==> config.mk <==
export PLATFORM = sky130hd
export DESIGN_NAME = binary_nav_frame_deframer
export DESIGN_NICKNAME = d
export VERILOG_FILES = /design/src/rtl/core/bnd_pkg.sv /design/src/rtl/core/binary_nav_frame_deframer.sv
export SDC_FILE = /design/constraint.sdc
export NUM_CORES = 1
export LEC_CHECK = 0
export ABC_CLOCK_PERIOD_IN_PS = 3820
export BUFFER_PORTS_ARGS = -buffer_cell sky130_fd_sc_hd__buf_2
export CAP_MARGIN = 30
export CORE_AREA = 10 10 115 117
export DETAILED_ROUTE_END_ITERATION = 10
export DIE_AREA = 0 0 125 127
export PLACE_DENSITY = 0.76
export SLEW_MARGIN = 10
export SYNTH_ARGS = -nofsm -noshare
export SYNTH_HDL_FRONTEND = slang
export SYNTH_SLANG_ARGS = --single-unit
==> constraint.sdc <==
create_clock -name clk -period 3.82 [get_ports clk]
set_clock_uncertainty 0.15 [all_clocks]
set_input_delay 0.382 -clock clk [delete_from_list [all_inputs] [get_ports clk]]
set_output_delay 0.382 -clock clk [all_outputs]
set_load 0.01 [all_outputs]
==> src/rtl/core/bnd_pkg.sv <==
`default_nettype none

package bnd_pkg;

  typedef enum logic [3:0] {
    ST_HUNT1   = 4'd0,
    ST_HUNT2   = 4'd1,
    ST_CLASS   = 4'd2,
    ST_ID      = 4'd3,
    ST_LEN_LO  = 4'd4,
    ST_LEN_HI  = 4'd5,
    ST_PAYLOAD = 4'd6,
    ST_CK_A    = 4'd7,
    ST_CK_B    = 4'd8
  } parse_t;

  typedef enum logic [1:0] {
    FS_NONE     = 2'd0,
    FS_GOOD     = 2'd1,
    FS_BAD_CK   = 2'd2,
    FS_OVERLONG = 2'd3
  } frame_status_t;

  localparam int unsigned CFG_IDX_W = 8;
  localparam logic [CFG_IDX_W-1:0] CFG_PREAMBLE_FIRST  = 8'd0;
  localparam logic [CFG_IDX_W-1:0] CFG_PREAMBLE_SECOND = 8'd1;

  localparam logic [7:0] PREAMBLE_FIRST_RST  = 8'hB5;
  localparam logic [7:0] PREAMBLE_SECOND_RST = 8'h62;

  localparam logic [9:0] FRAME_LENGTH_SAT = 10'd1023;

  localparam int unsigned OUT_DATA_W = 40;
  localparam int unsigned OUT_USER_W = 3;

endpackage

`default_nettype wire

==> src/rtl/core/binary_nav_frame_deframer.sv <==
// Binary navigation frame deframer.
// s_* channel: one received byte per transaction in s_tdata.
// m_* channel: one result per accepted byte. m_tuser carries the payload
//   strobe and the frame status; m_tdata carries payload index, payload
//   byte, message id and frame length. Fields that do not apply read 0.
// cfg_* channel: writes the two preamble bytes (index 0 and 1); other
//   indexes are ignored. cfg_ready is always high; write only while idle.
// The result for a byte is registered and appears on m_* in the cycle after
//   the byte is accepted. Throughput: one byte per cycle while m_tready is
//   high, set by the single output register stage.
// When the receiver stalls, the pending result holds on m_*; s_tready stays
//   high as long as the output register is empty or being emptied, so a
//   stall backs up to the sender after one held result.
// Reset: synchronous, clears the parser to preamble hunt, clears sums and
//   the output valid, and loads the preamble bytes 0xB5 and 0x62.
// MAX_PAYLOAD: largest accepted payload length; longer frames are reported
//   overlong on the high length byte.
`default_nettype none

module binary_nav_frame_deframer #(
  parameter int unsigned MAX_PAYLOAD = 512
) (
  input  wire logic                                clk,
  input  wire logic                                rst,
  input  wire logic                                s_tvalid,
  output logic                                     s_tready,
  input  wire logic [7:0]                          s_tdata,  // rx_byte
  output logic                                     m_tvalid,
  input  wire logic                                m_tready,
  // payload_index[8:0], payload_byte[16:9], message_id[24:17],
  // frame_length[34:25], zero pad[39:35]
  output logic [bnd_pkg::OUT_DATA_W-1:0]           m_tdata,
  // payload_strobe[0], frame_status[2:1]
  output logic [bnd_pkg::OUT_USER_W-1:0]           m_tuser,
  input  wire logic                                cfg_valid,
  output logic                                     cfg_ready,
  input  wire logic [bnd_pkg::CFG_IDX_W-1:0]       cfg_index,
  input  wire logic [7:0]                          cfg_data
);
  import bnd_pkg::*;

  localparam int unsigned CNT_W = $clog2(MAX_PAYLOAD);
  localparam logic [15:0] MAX_LEN = 16'(MAX_PAYLOAD);

  logic [7:0]       preamble_first;
  logic [7:0]       preamble_second;
  parse_t           state;
  parse_t           state_next;
  logic [7:0]       sum_a;
  logic [7:0]       sum_a_next;
  logic [7:0]       sum_b;
  logic [7:0]       sum_b_next;
  logic [7:0]       held_id;
  logic [7:0]       held_id_next;
  logic [15:0]      length_word;
  logic [15:0]      length_word_next;
  logic [CNT_W-1:0] byte_count;
  logic [CNT_W-1:0] byte_count_next;

  logic             in_fire;
  logic [7:0]       d;
  logic [7:0]       sa_add;
  logic [7:0]       sb_add;
  logic [CNT_W:0]   count_inc;

  logic             strobe;
  logic [8:0]       idx;
  logic [7:0]       pbyte;
  frame_status_t    status;
  logic [7:0]       rep_id;
  logic [9:0]       rep_len;

  assign cfg_ready = 1'b1;
  assign s_tready  = !m_tvalid || m_tready;
  assign in_fire   = s_tvalid && s_tready;
  assign d         = s_tdata;
  assign sa_add    = sum_a + d;
  assign sb_add    = sum_b + sa_add;
  assign count_inc = {1'b0, byte_count} + 1'b1;

  always_ff @(posedge clk) begin
    if (rst) begin
      preamble_first  <= PREAMBLE_FIRST_RST;
      preamble_second <= PREAMBLE_SECOND_RST;
    end else if (cfg_valid && cfg_ready) begin
      case (cfg_index)
        CFG_PREAMBLE_FIRST:  preamble_first  <= cfg_data;
        CFG_PREAMBLE_SECOND: preamble_second <= cfg_data;
        default: ;
      endcase
    end
  end

  always_comb begin
    state_next       = state;
    sum_a_next       = sum_a;
    sum_b_next       = sum_b;
    held_id_next     = held_id;
    length_word_next = length_word;
    byte_count_next  = byte_count;
    strobe           = 1'b0;
    idx              = '0;
    pbyte            = '0;
    status           = FS_NONE;
    case (state)
      ST_HUNT1: begin
        state_next = (d == preamble_first) ? ST_HUNT2 : ST_HUNT1;
      end
      ST_HUNT2: begin
        if (d == preamble_second) begin
          state_next = ST_CLASS;
        end else begin
          state_next = (d == preamble_first) ? ST_HUNT2 : ST_HUNT1;
        end
      end
      ST_CLASS: begin
        sum_a_next = d;
        sum_b_next = d;
        state_next = ST_ID;
      end
      ST_ID: begin
        sum_a_next   = sa_add;
        sum_b_next   = sb_add;
        held_id_next = d;
        state_next   = ST_LEN_LO;
      end
      ST_LEN_LO: begin
        sum_a_next       = sa_add;
        sum_b_next       = sb_add;
        length_word_next = {8'h00, d};
        state_next       = ST_LEN_HI;
      end
      ST_LEN_HI: begin
        sum_a_next       = sa_add;
        sum_b_next       = sb_add;
        length_word_next = {d, length_word[7:0]};
        byte_count_next  = '0;
        if ({d, length_word[7:0]} > MAX_LEN) begin
          status     = FS_OVERLONG;
          state_next = ST_HUNT1;
        end else begin
          state_next = ST_PAYLOAD;
        end
      end
      ST_PAYLOAD: begin
        sum_a_next      = sa_add;
        sum_b_next      = sb_add;
        strobe          = 1'b1;
        idx             = 9'(byte_count);
        pbyte           = d;
        byte_count_next = count_inc[CNT_W-1:0];
        state_next      = (16'(count_inc) < length_word) ? ST_PAYLOAD : ST_CK_A;
      end
      ST_CK_A: begin
        if (d != sum_a) begin
          status     = FS_BAD_CK;
          state_next = ST_HUNT1;
        end else begin
          state_next = ST_CK_B;
        end
      end
      ST_CK_B: begin
        status     = (d == sum_b) ? FS_GOOD : FS_BAD_CK;
        state_next = ST_HUNT1;
      end
      default: begin
        state_next = ST_HUNT1;
      end
    endcase
  end

  // report fields follow the values this byte leaves behind
  always_comb begin
    rep_id  = '0;
    rep_len = '0;
    if (status != FS_NONE) begin
      rep_id  = held_id_next;
      rep_len = (length_word_next > 16'(FRAME_LENGTH_SAT)) ? FRAME_LENGTH_SAT
                                                            : length_word_next[9:0];
    end
  end

  always_ff @(posedge clk) begin
    if (rst) begin
      state       <= ST_HUNT1;
      sum_a       <= '0;
      sum_b       <= '0;
      held_id     <= '0;
      length_word <= '0;
      byte_count  <= '0;
    end else if (in_fire) begin
      state       <= state_next;
      sum_a       <= sum_a_next;
      sum_b       <= sum_b_next;
      held_id     <= held_id_next;
      length_word <= length_word_next;
      byte_count  <= byte_count_next;
    end
  end

  always_ff @(posedge clk) begin
    if (rst) begin
      m_tvalid <= 1'b0;
    end else if (in_fire) begin
      m_tvalid <= 1'b1;
    end else if (m_tready) begin
      m_tvalid <= 1'b0;
    end
  end

  always_ff @(posedge clk) begin
    if (in_fire) begin
      m_tdata <= {5'b00000, rep_len, rep_id, pbyte, idx};
      m_tuser <= {status, strobe};
    end
  end

  a_ready_only_on_stall: assert property (@(posedge clk) disable iff (rst)
    !s_tready |-> (m_tvalid && !m_tready))
    else $error("input stalled without a held result");

  a_fire_gives_result: assert property (@(posedge clk) disable iff (rst)
    in_fire |=> m_tvalid)
    else $error("accepted byte produced no result");

  a_ck_b_ends_frame: assert property (@(posedge clk) disable iff (rst)
    (in_fire && state == ST_CK_B) |=> state == ST_HUNT1)
    else $error("frame did not end after second checksum byte");

  a_payload_len_bound: assert property (@(posedge clk) disable iff (rst)
    state == ST_PAYLOAD |-> (length_word <= MAX_LEN &&
      (16'(byte_count) < length_word || byte_count == '0)))
    else $error("payload count out of range");

  a_strobe_no_status: assert property (@(posedge clk) disable iff (rst)
    (in_fire && strobe) |=> (m_tuser[2:1] == FS_NONE))
    else $error("payload byte carried a frame status");

endmodule

`default_nettype wire
==> impl_metrics.json <==
{
  "end_kind": "flop",
  "critPathMaxStageDelay_ns": 0.44,
  "hpwlAfterDp_um": 9933,
  "port_buffers": 68,
  "yosysWarnings": 0,
  "antenna_found_initial": 0,
  "utilization": 0.5827,
  "core_area_um2": 11130,
  "worstReg2RegStart": "sum_a[0]",
  "cts_resized": 0,
  "ctsHoldBuffers": 0,
  "rows": 39,
  "rsz0062_at_grt": "no",
  "peakVddDrop_v": 0.0002300,
  "critPathLaunchType": "flop",
  "rr_endpoint": "sum_b[7]",
  "place_area_um2": 6226,
  "p_leak_uw": 0.002526,
  "fp.dieW_um": 125,
  "final_cell_area_um2": 6482,
  "syn_inst": 649,
  "synthFlopType": "dfxtp_1",
  "grt_pass1_wl_um": 22740,
  "cts_setup_buffers": 0,
  "drt_iter0_drc": 330,
  "muxShareOfSynthArea": 0.02952,
  "diodes": 0,
  "cts-htree-levels": 3,
  "crit_slowest_cell": "fa_1",
  "path_class": "reg -> reg",
  "area_growth_pct": 12.46,
  "whs_ns": 0.1160,
  "crit_arrival_ns": 3.41,
  "final.period_utilization": 0.8633,
  "setup_viol": 0,
  "nets": 760,
  "grt_max_degree": 53,
  "hold_violations": 0,
  "worstPathMaxFanout": 3,
  "clkLatencyLatePin_ns": 0.34,
  "crit_required_ns": 3.93,
  "period_minus_slack_ns": 3.298,
  "drt_first_pass_iters": 5,
  "path_cells": "ha_1 -> fa_1 -> a21o_1 -> a21oi_1 -> o21bai_1 -> a21oi_1 -> xnor2_1 -> ha_1 -> a31oi_1 -> or4_4 -> a21o_1 -> a311oi_2",
  "synth_seq_area_share": 0.4411,
  "max_cap_violations": 0,
  "fmax_mhz": 303.2,
  "dieArea_um2": 15880,
  "synthAdderAreaFrac": 0.05904,
  "via_count": 4862,
  "dieHeight_um": 127,
  "finalMaxSlewViolations": 0,
  "max-slew-margin-rel": 0.4115,
  "cts_tree": "built",
  "routed_wl_um": 14010,
  "rr_worst_depth": 12,
  "fin_tns_setup_ns": 0,
  "hold_path.class": "in -> reg",
  "drive_above_1_share": 0.1507,
  "status": "complete, no violations",
  "clkTransAtPathRegs_ns": 0.07,
  "min_from": "cfg_data[5]",
  "clock-sinks": 108,
  "ys_ff_latch": 108,
  "cts_buffers": 9,
  "total_power_uw": 2205,
  "synth_top_family_by_area": "simple AND/OR/NAND/NOR gates",
  "async_reset_ff_frac": 0,
  "critical_path.top_delay_family": "compound AO/OA/AOI/OAI gates",
  "drc": 0,
  "grtUsageTotal": 0.1695,
  "start_util": 0.5181,
  "synth-edff-count": 38,
  "critPathBufInv": 0,
  "rrSetupSlack_ns": 0.52,
  "yosys.area_share.simple": 0.1956,
  "hold_depth": 3,
  "netlist_area_um2": 5764,
  "synth_compound_area_frac": 0.1643,
  "syn_area_per_cell_um2": 8.882,
  "wl_per_cell_um": 16.42,
  "worstMarginPinSlew_ns": 0.8795,
  "synth_cell_type_count": 52,
  "viasPerCell": 5.700,
  "grt_overflow_total": 0,
  "min_delay_worst_endpoint": "preamble_second[5]",
  "powerDensity_nw_per_um2": 340.2,
  "gp_congestion": 0.8728,
  "cts-root-buf": "clkbuf_16",
  "ant_nets": 0,
  "io-pin-count": 75,
  "cts_max_path_buffers": 2,
  "grt_pass1_vias": 4707,
  "synth_xor_xnor_area_share": 0.06534
}
==> kinds of logic after synthesis <==
logic type	after synthesis
adders and majority gates	26
other	2
buffers and inverters	60
AOI/OAI and AO/OA	151
xor gates and xnor gates	43
and+or+nand+nor	242
DFF	108
muxes	17
==> layout by cell type, fill, tap and decap left out, types with 5 or more instances in the layout <==
| cell | netlist | routed |
|---|---|---|
| mux2i_1 | 17 | 17 |
| conb_1 | 2 | 6 |
| inv_1 | 18 | 17 |
| xor2_1 | 9 | 9 |
| xnor2_1 | 34 | 34 |
| a22oi_1 | 8 | 8 |
| a21o_1 | 5 | 5 |
| edfxtp_1 | 38 | 38 |
| and3_1 | 6 | 6 |
| nand2_1 | 102 | 102 |
| ha_1 | 24 | 24 |
| a21oi_1 | 57 | 57 |
| dfxtp_1 | 70 | 70 |
| nand4_1 | 7 | 7 |
| nor2_1 | 48 | 48 |
| nand3_1 | 19 | 19 |
| and2_1 | 22 | 22 |
| a31oi_1 | 23 | 23 |
| buf_2 | 4 | 68 |
| o21ai_0 | 30 | 30 |
| nor4_1 | 7 | 7 |
| clkbuf_16 | 0 | 9 |
| nor3_1 | 11 | 11 |
| buf_4 | 6 | 15 |
| nand3b_1 | 6 | 6 |
==> synthesized netlist by cell type (all sizes together) (17+ instances only) <==
| cell type | count | area, um^2 |
|---|---|---|
| edfxtp | 38 | 1141 |
| and2 | 22 | 137.6 |
| nand2 | 102 | 382.9 |
| clkbuf | 28 | 105.1 |
| dfxtp | 70 | 1401 |
| a31oi | 23 | 143.9 |
| ha | 24 | 300.3 |
| mux2i | 17 | 170.2 |
| nand3 | 19 | 95.09 |
| xnor2 | 34 | 297.8 |
| inv | 18 | 67.56 |
| nor2 | 48 | 180.2 |
| o21ai | 30 | 150.1 |
| a21oi | 57 | 285.3 |
==> stage by stage <==
step	cells	setup slack (ns)
final	853	0.5222
after global routing	853	0.3971
after floorplan	653	0.6746
after detailed placement	837	0.3509
after CTS	853	0.5273
after global placement	837	0.4161
==> where the power goes <==
part	total [uW]	internal, uW	switching (uW)
clock network	837	441	396
logic	158	53.7	104
registers	1210	1210	4.42
total	2210	1700	505
==> state kept, by name, indices dropped and copies added, names as in the netlist <==
| name | count |
|---|---|
| sum_a | 8 |
| state | 4 |
| preamble_second | 8 |
| sum_b | 8 |
| length_word | 16 |
| preamble_first | 8 |
| m_tdata | 35 |
| held_id | 8 |
| m_tvalid | 1 |
| byte_count | 9 |
| m_tuser | 3 |
==> per-layer routing <==
layer,GRT usage,wire length [um],vias to the layer above
met5,0,0,-
met4,0.06436,337,0
met3,0.04177,905,29
met2,0.2839,6778,173
met1,0.2069,5986,2270
li1,-,-,2390
==> tightest hold or removal path: cells and delay by family <==
kind | cells | cell delay [ns]
buffers and inverters | 1 | 0.09
multiplexers | 1 | 0.06
AND/OR/NAND/NOR | 1 | 0.05
==> final cells by class <==
cell class | instances | area, um^2
well taps | 143 | 178.9
multi-input cells | 485 | 2984
inverters | 18 | 67.56
flip-flops and latches | 108 | 2542
clock buffers | 13 | 240.2
fillers | 975 | 4643
clock inverters | 3 | 16.27
repair buffers | 83 | 452.9
==> worst max path at each step <==
stage / startpoint / endpoint / slack [ns] / depth (start not counted)
6_report: sum_a[0] / sum_b[7] / 0.52 / 12
5_1_grt: sum_a[0] / sum_b[7] / 0.40 / 12
4_1_cts: sum_a[0] / sum_b[7] / 0.53 / 12
3_3_place_gp: s_tdata[0] / sum_b[7] / 0.42 / 13
2_1_floorplan: s_tdata[0] / sum_b[7] / 0.67 / 12
3_5_place_dp: s_tdata[0] / sum_b[7] / 0.35 / 13
(Power assumes the default switching activity.)
